`src/rtl/core/assert_macros.svh`:
```
// Assertion macros shared by the S-DES RTL.
// No dependencies; included by files that carry concurrent checks.
`ifndef ASSERT_MACROS_SVH
`define ASSERT_MACROS_SVH

// Implication check on the rising clock edge, masked while reset is low.
`define CHK_IMPL(label, ante, cons, msg) \
	label: assert property (@(posedge clk) disable iff (!arst_n) (ante) |-> (cons)) \
		else $error(msg);

// Next-cycle implication check, masked while reset is low.
`define CHK_NEXT(label, ante, cons, msg) \
	label: assert property (@(posedge clk) disable iff (!arst_n) (ante) |=> (cons)) \
		else $error(msg);

`endif

```
`src/rtl/core/sdes_pkg.sv`:
```
// S-DES package: types, S-box tables and permutation functions.
// No dependencies; used by sdes_keysched and sdes_encrypt_byte.
package sdes_pkg;

	typedef logic [9:0] key_t;
	typedef logic [7:0] byte_t;
	typedef logic [3:0] nib_t;

	// Round subkeys handed from the key schedule to the datapath
	typedef struct packed {
		byte_t k1;
		byte_t k2;
	} subkeys_t;

	// S-boxes indexed [row][col]
	localparam logic [1:0] S0_BOX [0:3][0:3] = '{
		'{2'd1, 2'd0, 2'd3, 2'd2},
		'{2'd3, 2'd2, 2'd1, 2'd0},
		'{2'd0, 2'd2, 2'd1, 2'd3},
		'{2'd3, 2'd1, 2'd3, 2'd2}
	};
	localparam logic [1:0] S1_BOX [0:3][0:3] = '{
		'{2'd0, 2'd1, 2'd2, 2'd3},
		'{2'd2, 2'd0, 2'd1, 2'd3},
		'{2'd3, 2'd0, 2'd1, 2'd0},
		'{2'd2, 2'd1, 2'd0, 2'd3}
	};

	// Position 1 of every table is the MSB of the value read
	function automatic key_t perm_p10(input key_t k);
		return {k[7], k[5], k[8], k[3], k[6], k[0], k[9], k[1], k[2], k[4]};
	endfunction

	function automatic byte_t perm_p8(input key_t c);
		return {c[4], c[7], c[3], c[6], c[2], c[5], c[0], c[1]};
	endfunction

	function automatic byte_t perm_ip(input byte_t b);
		return {b[6], b[2], b[5], b[7], b[4], b[0], b[3], b[1]};
	endfunction

	function automatic byte_t perm_ip_inv(input byte_t b);
		return {b[4], b[7], b[5], b[3], b[1], b[6], b[0], b[2]};
	endfunction

	function automatic byte_t perm_ep(input nib_t r);
		return {r[0], r[3], r[2], r[1], r[2], r[1], r[0], r[3]};
	endfunction

	function automatic nib_t perm_p4(input nib_t s);
		return {s[2], s[0], s[1], s[3]};
	endfunction

	// Row from outer bits, column from inner bits
	function automatic logic [1:0] sbox0(input nib_t x);
		return S0_BOX[{x[3], x[0]}][x[2:1]];
	endfunction

	function automatic logic [1:0] sbox1(input nib_t x);
		return S1_BOX[{x[3], x[0]}][x[2:1]];
	endfunction

	// One Feistel round: left nibble is XORed with P4(S(EP(right) ^ key))
	function automatic byte_t round_fk(input byte_t bits, input byte_t sub);
		byte_t x;
		nib_t  s;
		x = perm_ep(bits[3:0]) ^ sub;
		s = {sbox0(x[7:4]), sbox1(x[3:0])};
		return {bits[7:4] ^ perm_p4(s), bits[3:0]};
	endfunction

endpackage

```
`src/rtl/core/sdes_keysched.sv`:
```
// S-DES key register and subkey generation (P10, rotations, P8).
// Depends on sdes_pkg.
module sdes_keysched
	import sdes_pkg::*;
(
	input  logic     clk,
	input  logic     arst_n,
	input  logic     cfg_valid,
	output logic     cfg_ready,
	input  key_t     cipher_key,
	output subkeys_t subkeys
);

	key_t key_q;
	key_t p10;
	logic [4:0] lo1, hi1, lo3, hi3;

	// Key register, writes always taken
	assign cfg_ready = 1'b1;

	always_ff @(posedge clk or negedge arst_n) begin
		if (!arst_n) begin
			key_q <= '0;
		end else if (cfg_valid) begin
			key_q <= cipher_key;
		end
	end

	// Halves rotated left by one for K1, by three in total for K2
	always_comb begin
		p10 = perm_p10(key_q);
		lo1 = {p10[8:5], p10[9]};
		hi1 = {p10[3:0], p10[4]};
		lo3 = {lo1[2:0], lo1[4:3]};
		hi3 = {hi1[2:0], hi1[4:3]};
		subkeys.k1 = perm_p8({lo1, hi1});
		subkeys.k2 = perm_p8({lo3, hi3});
	end

endmodule

```
`src/rtl/core/sdes_encrypt_byte.sv`:
```
// S-DES byte encryptor top level: three-stage pipeline over IP, two rounds, IP inverse.
// Depends on sdes_pkg, sdes_keysched and assert_macros.svh.
//
// Usage:
//   Config channel (cfg_valid/cfg_ready, cipher_key) loads the 10-bit key; cfg_ready
//   is always high. Write the key only while no item is in flight.
//   Input channel (in_valid/in_ready, plain_byte) takes one plaintext item per cycle while in_ready is high.
//   Output channel (out_valid/out_ready, cipher_byte) returns one ciphertext item
//   per input item, in order.
// Pipeline: an accepted input item passes through stage 1 (IP and round with K1),
//   stage 2 (swap and round with K2) and stage 3 (IP inverse into the output
//   register); out_valid rises when the item reaches stage 3.
//   Throughput: one item per cycle while out_ready stays high.
// Reset: key clears to zero, all stage valid bits clear; no items in flight.
// Stall: when out_ready is low the pipeline fills behind the output register and
//   in_ready falls once all three stages hold items; nothing is dropped or repeated.
`include "assert_macros.svh"

module sdes_encrypt_byte
	import sdes_pkg::*;
(
	input  logic  clk,
	input  logic  arst_n,
	input  logic  cfg_valid,
	output logic  cfg_ready,
	input  key_t  cipher_key,
	input  logic  in_valid,
	output logic  in_ready,
	input  byte_t plain_byte,
	output logic  out_valid,
	input  logic  out_ready,
	output byte_t cipher_byte
);

	subkeys_t subkeys;
	logic     valid_s1, valid_s2, valid_s3;
	byte_t    data_s1, data_s2, data_s3;
	logic     ready_s1, ready_s2, ready_s3;

	sdes_keysched u_keysched (
		.clk        (clk),
		.arst_n     (arst_n),
		.cfg_valid  (cfg_valid),
		.cfg_ready  (cfg_ready),
		.cipher_key (cipher_key),
		.subkeys    (subkeys)
	);

	// Stage advance: a stage loads when it is empty or its item moves on
	assign ready_s3 = !valid_s3 || out_ready;
	assign ready_s2 = !valid_s2 || ready_s3;
	assign ready_s1 = !valid_s1 || ready_s2;
	assign in_ready = ready_s1;

	// Valid bits
	always_ff @(posedge clk or negedge arst_n) begin
		if (!arst_n) begin
			valid_s1 <= 1'b0;
			valid_s2 <= 1'b0;
			valid_s3 <= 1'b0;
		end else begin
			if (ready_s1) valid_s1 <= in_valid;
			if (ready_s2) valid_s2 <= valid_s1;
			if (ready_s3) valid_s3 <= valid_s2;
		end
	end

	// Datapath registers
	always_ff @(posedge clk) begin
		if (ready_s1 && in_valid) begin
			data_s1 <= round_fk(perm_ip(plain_byte), subkeys.k1);
		end
		if (ready_s2 && valid_s1) begin
			data_s2 <= round_fk({data_s1[3:0], data_s1[7:4]}, subkeys.k2);
		end
		if (ready_s3 && valid_s2) begin
			data_s3 <= perm_ip_inv(data_s2);
		end
	end

	assign out_valid   = valid_s3;
	assign cipher_byte = data_s3;

	// Checks
	`CHK_IMPL(a_full_when_blocked, !in_ready, valid_s1 && valid_s2 && valid_s3,
		"input blocked while a stage is empty")
	`CHK_NEXT(a_accept_fills_s1, in_valid && in_ready, valid_s1,
		"accepted item did not reach stage 1")
	`CHK_NEXT(a_s2_holds_on_stall, valid_s2 && !ready_s3, valid_s2 && $stable(data_s2),
		"stage 2 item changed while stalled")

endmodule

```
`config.mk`:
```
export PLATFORM = sky130hd
export DESIGN_NAME = sdes_encrypt_byte
export DESIGN_NICKNAME = d
export VERILOG_FILES = /design/src/rtl/core/sdes_pkg.sv /design/src/rtl/core/sdes_keysched.sv /design/src/rtl/core/sdes_encrypt_byte.sv
export VERILOG_INCLUDE_DIRS = /design/src /design/src/rtl/core
export SDC_FILE = /design/constraint.sdc
export NUM_CORES = 1
export LEC_CHECK = 0
export ABC_AREA = 1
export BUFFER_PORTS_ARGS = -buffer_cell sky130_fd_sc_hd__buf_4
export CORE_ASPECT_RATIO = 1.2
export CORE_MARGIN = 3
export CORE_UTILIZATION = 45
export CTS_CLUSTER_DIAMETER = 200
export DETAILED_ROUTE_END_ITERATION = 7
export PLACE_DENSITY = 0.79
export SLEW_MARGIN = 10
export SYNTH_ARGS = -nofsm -noshare
export SYNTH_HDL_FRONTEND = slang
export SYNTH_SLANG_ARGS = --single-unit
```
`constraint.sdc`:
```
create_clock -name clk -period 3.5 [get_ports clk]
set_input_delay 0.35 -clock clk [delete_from_list [all_inputs] [get_ports clk]]
set_output_delay 0.35 -clock clk [all_outputs]
set_load 0.1 [all_outputs]
```
==> results.md, run 1 <==
- Largest net degree at the start of global routing: 18
- Crit path capture type: flop
- Startpoint types: flop
- Worst min path class: input port to flop
- RSZ-0062 raised after global routing: no
- Final hold viol count: 0
- Final RePlAce weighted congestion: 0.8695
- Synthesized area: 0.001901 sq mm
- Share of cells above drive strength 1: 18.97%
- Crit Path Category: flop to flop
- Max Freq: 600.5 MHz
- Io pins: 34
- Post-synth cell types: 23
- WL/cell: 10.64 um
- CTS buffer count: 5
- Area growth syn-to-layout: 20.61%
- Global-route wire length before repair: 5761 um
- Max_cap viols: 0
- Vert. Die Dim: 77.19 um
- Power per standard cell area: 611.7 mW/mm^2
- Syn avg cell area: 8.840 sq um
- Drt via density: 4.743
- Dpl hpwl: 2559 um
- Mapped Cells: 215
- Core area: 0.004004 sq mm
- Vias in the first global route: 1424
- Peak supply drop: 248.0 uV
- Slew headroom: 55.17%
- Final setup fails: 0
- Clk sinks: 37
- CTS H-Tree Depth: 2
- Die X: 65.33 um
- Clock buffer depth: 2
- Post-Route Setup TNS: 0 ns
- Clock latency on the worst-skew pair: 0.29 ns
- Worst Path Max Fanout: 5
- Fill cells: 379
- Initial Util: 47.47%
- Pleak: 1.138 nW
- Slew Limit Fails: 0
- Worst hold slack: 0.2619 ns
- Post-route ant nets: 0
- Total gr overflow: 0
- Status: complete, no violations
- GRT Util Overall: 15.02%
- Synthesized Nets: 240
- Row count: 25
- First-iteration detailed-routing DRC count: 40
- Reg2reg start: u_keysched.key_q[9]$_DFFE_PN0P_
- Pre-antenna DRT Iters: 4
- CTS tree: done
- IO Port Bufs: 32
- Tmin final: 1.665 ns
- Total wire length: 3265 um
- Routed vias: 1456
- Antenna violations before repair: 0
- Final Cycle Share: 47.58%
- Yosys warns: 0
- Clock Pin Slew Worst Setup and Hold Paths: 0.07 ns
- N_diodes: 0
- Clk root buf: clkbuf_8
- Synthesis-stage register bit count: 37
- Register area share after synthesis: 55.04%
- Die footprint: 0.005042 sq mm
- Hold path startpoint: cipher_key[1]
- DRC violations left: 0
- Final nets: 277
- Setup Skew: 0.009786 ns
- CP startpoint: u_keysched.key_q[9]$_DFFE_PN0P_
- Worst Tran Pin Value: 0.6724 ns
- Crit path required time: 3.55 ns
- Critical Path AT: 1.71 ns
-- stage by stage --
stage / setup slack (ns) / utilization, % / instances / area (sq um) / power (W)
after global placement: 1.932 / 54.75 / 298 / 2192 / 0.001099
after global routing: 1.700 / 57.25 / 307 / 2292 / 0.001489
after floorplan: 1.034 / - / 215 / 1901 / 0.001004
final: 1.835 / 57.25 / 307 / 2292 / 0.001402
after CTS: 1.881 / 57.25 / 307 / 2292 / 0.001414
after detailed placement: 1.888 / 54.75 / 298 / 2192 / 0.001112
-- cell type report --
type	count	area (sq um)	area share (%)
multi-input combinational	146	729.5	31.82
tap	54	67.56	2.948
sequential	37	1046	45.63
inverter	29	108.9	4.749
timing repair buffer	33	250.2	10.92
clock buffer	8	90.09	3.930
-- cell usage after synthesis (all sizes together) --
| master | n | area [sq um] |
|---|---|---|
| nand2 | 95 | 371.6 |
| inv | 28 | 105.1 |
| edfxtp | 24 | 720.7 |
| nand3 | 17 | 95.09 |
| dfrtp | 13 | 325.3 |
| o21ai | 8 | 40.03 |
| xnor2 | 8 | 70.07 |
| nand3b | 5 | 37.54 |
| xor2 | 5 | 43.79 |
| mux2 | 3 | 33.78 |
| buf | 2 | 12.51 |
| ha | 2 | 25.02 |
| a21oi | 1 | 5.000 |
| clkbuf | 1 | 3.750 |
| clkinv | 1 | 3.750 |
| conb | 1 | 3.750 |
| nor2 | 1 | 3.750 |
-- placed cells by master, fill, tap and decap left out, types with 5 or more instances in the layout --
cell and instances:
dfrtp_1 13, o21ai_0 7, xnor2_1 8, clkbuf_8 6, nand3b_1 5, nand3_1 15
xor2_1 5, edfxtp_1 24, inv_1 27, nand2_1 91, buf_4 32
-- metal layers --
metal  track usage (%)  wire length, um  vias to the layer above
li1                  -                -                      748
met5                 0                0                        -
met4             7.469               79                        0
met2             26.24             1687                       46
met3             4.392              178                        8
met1             16.13             1319                      654
-- worst max-delay path, cell delays in order (launching register included) --
cell     delay (ns)
dfrtp_1        0.45
inv_1          0.10
nand2_1        0.09
nand2_2        0.10
ha_1           0.29
nand3_1        0.07
nand3_1        0.12
nand2_1        0.08
nand2_1        0.07
nand2_1        0.05
-- cells by family (layout without fill, tap and decap cells) --
| logic type | count (synthesis) | in the layout | share of synthesized area (%) |
|---|---|---|---|
| simple gates | 118 | 118 | 26.73 |
| flops | 37 | 37 | 55.04 |
| buf+inv | 32 | 70 | 6.583 |
| xor+xnor | 13 | 13 | 5.991 |
| compound gates | 9 | 9 | 2.369 |
| mux | 3 | 3 | 1.777 |
| fa+ha+maj | 2 | 2 | 1.316 |
| other cells | 1 | 1 | 0.1973 |
-- worst paths after layout --
check | cells after the start | slack, ns | endpoint
setup / recovery | 9 | 1.83 | data_s1[4]$_DFFE_PP_
hold / removal | 3 | 0.26 | u_keysched.key_q[1]$_DFFE_PN0P_
setup reg to reg | 9 | 1.83 | data_s1[4]$_DFFE_PP_
hold reg to reg | 0 | 0.42 | cipher_byte[0]$_DFFE_PP_
max in group asynchronous | 2 | 2.89 | out_valid$_DFFE_PN0P_
min in group asynchronous | 2 | 0.44 | u_keysched.key_q[7]$_DFFE_PN0P_
-- what timing repair did --
item	4_1_cts	5_1_grt
setup endpoints to repair	0	0
setup buffers	0	0
hold buffers	1	0
gates resized for setup	0	0
endpoints found under the hold margin	13	0
-- registers in the layout, summed over array words and instances (netlist names) --
name,count
u_keysched.key_q,10
data_s2,8
valid_s2,1
valid_s1,1
data_s1,8
cipher_byte,8
out_valid,1
-- where the power goes --
group	leakage, nW	internal, W	switching (W)
clock	0.0455	0.000160	0.000140
combinational	0.706	0.000133	0.000362
sequential	0.386	0.000568	0.0000382
total	1.14	0.000862	0.000540
No activity file was read; power rests on OpenSTA's default activity.
==> run 2: changes to the inputs <==
==> constraint.sdc (replaced) <==
create_clock -name clk -period 1.55 [get_ports clk]
set_input_delay 0.155 -clock clk [delete_from_list [all_inputs] [get_ports clk]]
set_output_delay 0.155 -clock clk [all_outputs]
set_load 0.1 [all_outputs]
==> run 2 against run 1 <==
Against the previous run: critical path depth grew 1; total power grew 130%; largest cell class unchanged; non-clock buffer count grew 8; global-route usage grew 0.45 points; sequential share of layout area shrank 2.1 points; largest power group unchanged; register-to-register slack lost 1.8 ns; design area grew 5.2%; utilization grew 3.0 points; routed wire length grew 6.9%; combinational power grew 150%; flip-flop and latch count is the same; via count grew 4.9%; highest routed layer unchanged.
==> results.md, run 2 (same netlist as run 1, synthesis figures left out) <==
- Post-route cell area: 0.002412 sq mm (+5.2%)
- Met3 WL: 207 um (+16%)
- Cell family with most CP delay: simple AND/OR/NAND/NOR gates
- Worst Path Max Fanout: 4 (-1)
- Comb pwr share: 37.9% (+2.6 points)
- Final core occ: 60.25% (+3.0 points)
- DRC violations left: 0 (unchanged)
- Antenna violations before repair: 0 (unchanged)
- Critical path's most frequent cell: nand2_1
- Core area: 0.004004 sq mm (unchanged)
- CTS buffer count: 5 (unchanged)
- RSZ-0062 raised after global routing: yes
- Placed Area: 0.002263 sq mm (+3.3%)
- Buf+Inv Stages, Crit Path: 1 (unchanged)
- Tmin final: 1.501 ns (-0.1641 ns)
- Critical Path AT: 1.55 ns (-0.16 ns)
- Clk root buf: clkbuf_8
- Crit path required time: 1.60 ns (-1.95 ns)
- Post-route ant nets: 0 (unchanged)
- Max Freq: 666.1 MHz (+11%)
- Startpoint types: flop
- Crit path max-delay cell type: edfxtp_1
- Commonest non-fill, non-tap cell in the layout: nand2_1
- Vert. Die Dim: 77.19 um (unchanged)
- Clock buffer depth: 2 (unchanged)
- Dpl hpwl: 2741 um (+7.1%)
- Clk sinks: 37 (unchanged)
- Final nets: 285 (+2.9%)
- Area occupied by multi-input gates: 787.0 sq um (+7.9%)
- Top layer reached by signal wires: met4
- Clock latency on the worst-skew pair: 0.29 ns (about the same)
- Reg power frac: 42.1% (-1.2 points)
- Global-route wire length before repair: 5885 um (+2.2%)
- GRT Util Overall: 15.47% (+0.45 points)
- Final Cycle Share: 96.86% (+49 points)
- Share of cells above drive strength 1: 29.12% (+10 points)
- Psw: 0.001296 W (+140%)
- Peak supply drop: 600.5 uV (+140%)
- Die footprint: 0.005042 sq mm (unchanged)
- Crit-path cells: nand2_1, nand2_2, ha_4, nand3_2, nand2_2, inv_2, nand2_2, nand2_1, nand2_1, nand2_1
- N_diodes: 0 (unchanged)
- Internal power: 0.001963 W (+130%)
- Area growth syn-to-layout: 26.93%
- Pleak: 1.188 nW (+4.4%)
- Clock Power Share: 20.0% (-1.5 points)
- Status: complete, no violations
- Slew Limit Fails: 0 (unchanged)
- Routed vias: 1527 (+4.9%)
- Pre-antenna DRT Iters: 4 (unchanged)
- CTS H-Tree Depth: 2 (unchanged)
- Final hold viol count: 0 (unchanged)
- Total gr overflow: 0 (unchanged)
- Seq. cell area: 0.001050 sq mm (+0.36%)
- Final RePlAce weighted congestion: 0.8594 (-1.2%)
- Max_cap viols: 0 (unchanged)
- Io pins: 34 (unchanged)
- CTS tree: done
- Crit Path Category: flop to flop
- Reg with most FFs: u_keysched.key_q
- WL/cell: 11.08 um (+4.2%)
- Worst min path class: input port to flop
- Crit path capture type: flop
- Switching Share: 39.76% (+1.2 points)
- Metal-1 WL: 1295 um (-1.8%)
- Largest net degree at the start of global routing: 18 (unchanged)
- Vias in the first global route: 1454 (+2.1%)
- Clock Pin Slew Worst Setup and Hold Paths: 0.07 ns (about the same)
- Max FFs per register: 10 (unchanged)
- Final setup fails: 0 (unchanged)
- Setup Skew: 0.006326 ns (-0.003459 ns)
- Slowest stage delay, CP: 0.43 ns (-0.02 ns)
- First-iteration detailed-routing DRC count: 27 (-33%)
- Initial Util: 47.47% (unchanged)
- Wire length on met2: 1855 um (+10%)
- Total wire length: 3491 um (+6.9%)
- Row count: 25 (unchanged)
- Power per standard cell area: 1351 mW/mm^2 (+120%)
- Die X: 65.33 um (unchanged)
- Fill cells: 356 (-6.1%)
- Drt via density: 4.848 (+2.2%)
- Commonest cells after routing, fill and taps aside: nand2_1, buf_4, edfxtp_1, inv_1, nand3_1
- IO Port Bufs: 32 (unchanged)
[run 2: changes by cell type in the layout (fill, tap and decap cells not counted), moves of 2 or more]
cell | before | now
nand2_1 | 91 | 83
buf_4 | 32 | 40
nand2_4 | 1 | 3
clkinv_2 | 0 | 2
inv_2 | 1 | 5
nand2_2 | 3 | 9
inv_1 | 27 | 23
clkbuf_1 | 2 | 0
[run 2: worst register-to-register path, stage by stage (launching register included)]
cell	delay (ns)
edfxtp_1	0.43
nand2_1	0.10
nand2_2	0.08
ha_4	0.27
nand3_2	0.07
nand2_2	0.07
inv_2	0.04
nand2_2	0.06
nand2_1	0.04
nand2_1	0.05
nand2_1	0.04
[run 2: metrics by stage]
step | cells | hold WS, ns | power, W | worst slack [ns] | TNS, ns
floorplan | 215 | -0.1406 | 0.002292 | 0.03310 | 0
global placement | 304 | 0.01004 | 0.002542 | 0.08234 | 0
detailed placement | 304 | 0.01623 | 0.002581 | 0.02060 | 0
CTS | 313 | 0.05657 | 0.003233 | 0.006967 | 0
global route | 315 | 0.06895 | 0.003447 | -0.04064 | -0.04064
finish | 315 | 0.05948 | 0.003259 | 0.04871 | 0
[run 2: path summary, 6_finish.rpt]
check                                      from                              end  slack (ns)  cells after the start
setup reg to reg           data_s1[5]$_DFFE_PP_             data_s2[4]$_DFFE_PP_        0.05                     10
setup / recovery           data_s1[5]$_DFFE_PP_             data_s2[4]$_DFFE_PP_        0.05                     10
hold / removal                    cipher_key[1]  u_keysched.key_q[1]$_DFFE_PN0P_        0.06                      3
hold reg to reg            data_s2[1]$_DFFE_PP_         cipher_byte[3]$_DFFE_PP_        0.42                      0
min in group asynchronous                arst_n  u_keysched.key_q[7]$_DFFE_PN0P_        0.25                      2
max in group asynchronous                arst_n            out_valid$_DFFE_PN0P_        1.11                      2
[run 2: metal layers]
| layer | up-vias | GRT usage (%) |
|---|---|---|
| met4 | 0 | 8.506 |
| li1 | 766 | - |
| met2 | 48 | 27.46 |
| met1 | 700 | 15.34 |
| met5 | - | 0 |
| met3 | 13 | 5.271 |
[run 2: final cells by class]
class	count	share of cell area (%)
Timing Repair Buffer	41	12.86
Sequential cell	37	43.52
Multi-Input combinational cell	146	32.62
Clock inverter	3	0.7261
Tap cell	54	2.801
Inverter	29	4.616
Clock buffer	5	2.853
[run 2: power by group through the flow]
stage          registers, W  clock network, W  logic (W)
3_3_place_gp        0.00138                 0    0.00116
2_1_floorplan       0.00179                 0   0.000501
6_report            0.00137          0.000651    0.00123
4_1_cts             0.00137          0.000669    0.00119
3_5_place_dp        0.00139                 0    0.00119
5_1_grt             0.00140          0.000709    0.00134
[run 2: what timing repair did]
| item | in CTS | in global routing |
|---|---|---|
| hold buffers | 1 | 0 |
| setup buffers | 0 | 2 |
| hold endpoints to repair | 13 | 0 |
| gates resized for setup | 0 | 12 |
| endpoints found under the setup margin | 0 | 3 |
==> run 3: changes to the inputs <==
--- a/config.mk
+++ b/config.mk
@@ -6,7 +6,6 @@
 export SDC_FILE = /design/constraint.sdc
 export NUM_CORES = 1
 export LEC_CHECK = 0
-export ABC_AREA = 1
 export BUFFER_PORTS_ARGS = -buffer_cell sky130_fd_sc_hd__buf_4
 export CORE_ASPECT_RATIO = 1.2
 export CORE_MARGIN = 3
==> run 3 against run 2 <==
Against the previous run: the run now ends with setup timing left; fmax fell by 9.6%; global-route usage fell by 0.56 points; critical path type unchanged; clock skew down 0.0015 ns; critical path depth down 5; clock power decreased by 2%; critical endpoint unchanged; first-iteration DRC count stayed put.
==> results.md, run 3 <==
- CTS buffer count: 5 (unchanged)
- Dpl ws: -0.06777 ns (-0.08837 ns)
- Dpl hpwl: 2542 um (-7.3%)
- Register area share after synthesis: 57.14% (+2.1 points)
- IO Port Bufs: 32 (unchanged)
- Worst R2R Setup Slack: -0.11 ns (-0.16 ns)
- Critical Path AT: 1.70 ns (+0.15 ns)
- Tmin final: 1.661 ns (+0.1601 ns)
- Core area: 0.003784 sq mm (-5.5%)
- DRC violations left: 0 (unchanged)
- Synthesis-stage register bit count: 37 (unchanged)
- GRT Util Overall: 14.91% (-0.56 points)
- Final RePlAce weighted congestion: 0.8132 (-5.4%)
- Reg with most FFs: u_keysched.key_q
- R2R cell count: 5 (-5)
- Reg2reg start: data_s1[4]$_DFFE_PP_
- Synthesized area: 0.001831 sq mm (-3.7%)
- Vias in the first global route: 1231 (-15%)
- Max_cap viols: 0 (unchanged)
- RSZ-0062 raised after global routing: yes
- Row count: 24 (-4.0%)
- Post-route ant nets: 0 (unchanged)
- Number of flops mapped to enable cells by yosys: 24 (unchanged)
- Fill cells: 281 (-21%)
- Mapped Cells: 125 (-42%)
- Worst min path class: input port to flop
- Initial Util: 48.38% (+0.91 points)
- Failing checks: setup timing
- Post-synth cell types: 37 (+61%)
- Antenna violations before repair: 0 (unchanged)
- Clock buffer depth: 2 (unchanged)
- N_diodes: 0 (unchanged)
- Area growth syn-to-layout: 36.09%
- Hold path startpoint: in_valid
- Crit path capture type: flop
- Yosys top cell area share: 39.37% (+1.5 points)
- Crit Path Category: flop to flop
- Total wire length: 3408 um (-2.4%)
- Post-synth top cells: edfxtp_1, xnor2_1, xor2_1
- Largest net degree at the start of global routing: 14 (-4)
- Startpoint types: flop
- Most common cell in the netlist: edfxtp_1
- FF-to-FF End: data_s2[4]$_DFFE_PP_
- Commonest cells after routing, fill and taps aside: buf_4, edfxtp_1, dfrtp_1, xnor2_1, mux2_2
- Peak supply drop: 732.6 uV (+22%)
- Pleak: 0.9882 nW (-17%)
- Global-route wire length before repair: 5340 um (-9.3%)
- Worst Path Max Fanout: 2 (-2)
- Final nets: 201 (-29%)
- Final WS setup: -0.1114 ns (-0.1601 ns)
- Crit path required time: 1.59 ns (about the same)
- Status: finished, violations left
- Total gr overflow: 0 (unchanged)
- Routed vias: 1144 (-25%)
- Final hold viol count: 0 (unchanged)
- WL/cell: 14.88 um (+34%)
- Clk sinks: 37 (unchanged)
- Io pins: 34 (unchanged)
- Die footprint: 0.004872 sq mm (-3.4%)
- Power per standard cell area: 1348 mW/mm^2 (-0.20%)
- Drt via density: 4.996 (+3.1%)
- Synthesized Nets: 150 (-38%)
- Final Cycle Share: 107.2% (+10 points)
- Setup Skew: 0.004811 ns (-0.001516 ns)
- Main synth FF type: edfxtp_1
- CTS H-Tree Depth: 2 (unchanged)
- Die X: 64.22 um (-1.7%)
- Total Power Consumption: 0.003359 W (+3.1%)
- Asr flop ratio synth: 35.14% (unchanged)
- Hold path depth: 2 (-1)
- Leading post-synthesis cells by cell area: edfxtp_1, dfrtp_1, xnor2_1, xor2_1, mux2_2
- Vert. Die Dim: 75.87 um (-1.7%)
- Clk root buf: clkbuf_8
- First-iteration detailed-routing DRC count: 27 (unchanged)
- Max FFs per register: 10 (unchanged)
- Clock latency on the worst-skew pair: 0.29 ns (about the same)
- Filler-free cell count of the finished design: 229 (-27%)
- Final setup fails: 3 (+3)
- CTS tree: done
- Placed Instances: 219 (-28%)
- Pre-antenna DRT Iters: 4 (unchanged)
- Max Freq: 601.9 MHz (-9.6%)
- Yosys top cell by area: edfxtp_1
- Worst Hold End: valid_s1$_DFFE_PN0P_
- Commonest non-fill, non-tap cell in the layout: buf_4
- Syn avg cell area: 14.64 sq um (+66%)
- Share of cells above drive strength 1: 53.11% (+24 points)
- Clock Pin Slew Worst Setup and Hold Paths: 0.07 ns (about the same)
- Yosys warns: 0 (unchanged)
- Slew Limit Fails: 0 (unchanged)
==> run 3: how the worst max path moves through the flow <==
stage / slack [ns] / start / endpoint / depth (start not counted)
3_3_place_gp: -0.03 / data_s1[4]$_DFFE_PP_ / data_s2[4]$_DFFE_PP_ / 5
2_1_floorplan: -0.11 / out_valid$_DFFE_PN0P_ / data_s1[0]$_DFFE_PP_ / 3
6_report: -0.11 / data_s1[4]$_DFFE_PP_ / data_s2[4]$_DFFE_PP_ / 5
4_1_cts: -0.08 / data_s1[5]$_DFFE_PP_ / data_s2[4]$_DFFE_PP_ / 6
3_5_place_dp: -0.07 / data_s1[4]$_DFFE_PP_ / data_s2[6]$_DFFE_PP_ / 5
5_1_grt: -0.15 / data_s1[4]$_DFFE_PP_ / data_s2[4]$_DFFE_PP_ / 5
==> run 3: per-stage QoR <==
stage | hold WS, ns | util [%] | setup TNS [ns] | cell area (sq um)
floorplan | -0.1406 | - | -0.9873 | 1884
global placement | 0.008217 | 59.95 | -0.03528 | 2268
detailed placement | 0.01178 | 59.95 | -0.1929 | 2268
CTS | 0.05171 | 62.76 | -0.1465 | 2375
global route | 0.06227 | 65.84 | -0.4935 | 2491
finish | 0.06010 | 65.84 | -0.2406 | 2491
==> run 3: kinds of logic after synthesis <==
kind of cell	count (synthesis)	share of synthesized area, %
compound gates	13	5.947
xor+xnor	31	16.68
fa+ha+maj	2	1.367
buf+inv	5	1.230
flops	37	57.14
mux	17	9.980
other cells	1	0.2049
simple gates	19	7.450
==> run 3: worst max-delay path: stages (launching register included) <==
cell,delay [ns]
edfxtp_1,0.44
xor2_2,0.29
ha_4,0.26
o21ai_4,0.14
o32ai_4,0.10
xor2_1,0.18
==> run 3: timing repair <==
action,CTS,global route
hold buffers,1,0
endpoints found under the hold margin,13,0
resized for setup,2,15
setup buffers,0,3
setup endpoints to repair,4,6
pin swaps,1,9
gates cloned,0,0
==> run 3: where the power goes <==
| group | total, W | internal (W) | leakage, nW | switching, W |
|---|---|---|---|---|
| combinational | 0.00136 | 0.000580 | 0.566 | 0.000775 |
| sequential | 0.00136 | 0.00126 | 0.380 | 0.000102 |
| clock | 0.000640 | 0.000315 | 0.0422 | 0.000325 |
==> run 3: layout make-up <==
type                    instances  area, sq um  share of cell area (%)
well taps                      52        65.06                   2.612
flip-flops and latches         37         1050                   42.14
clock inverters                 1        5.005                  0.2009
inverters                       3        11.26                  0.4520
multi-input cells              83        935.9                   37.57
clock buffers                   7        76.32                   3.064
repair buffers                 46        347.8                   13.96
==> run 3: per-layer routing <==
layer / share of wire (%) / vias to the layer above / wire (um) / global-route usage [%]
li1: - / 552 / - / -
met1: 36 / 540 / 1215 / 13.85
met2: 56 / 44 / 1916 / 28.70
met3: 5.9 / 8 / 201 / 5.162
met4: 2.2 / 0 / 74 / 8.216
met5: 0 / - / 0 / 0
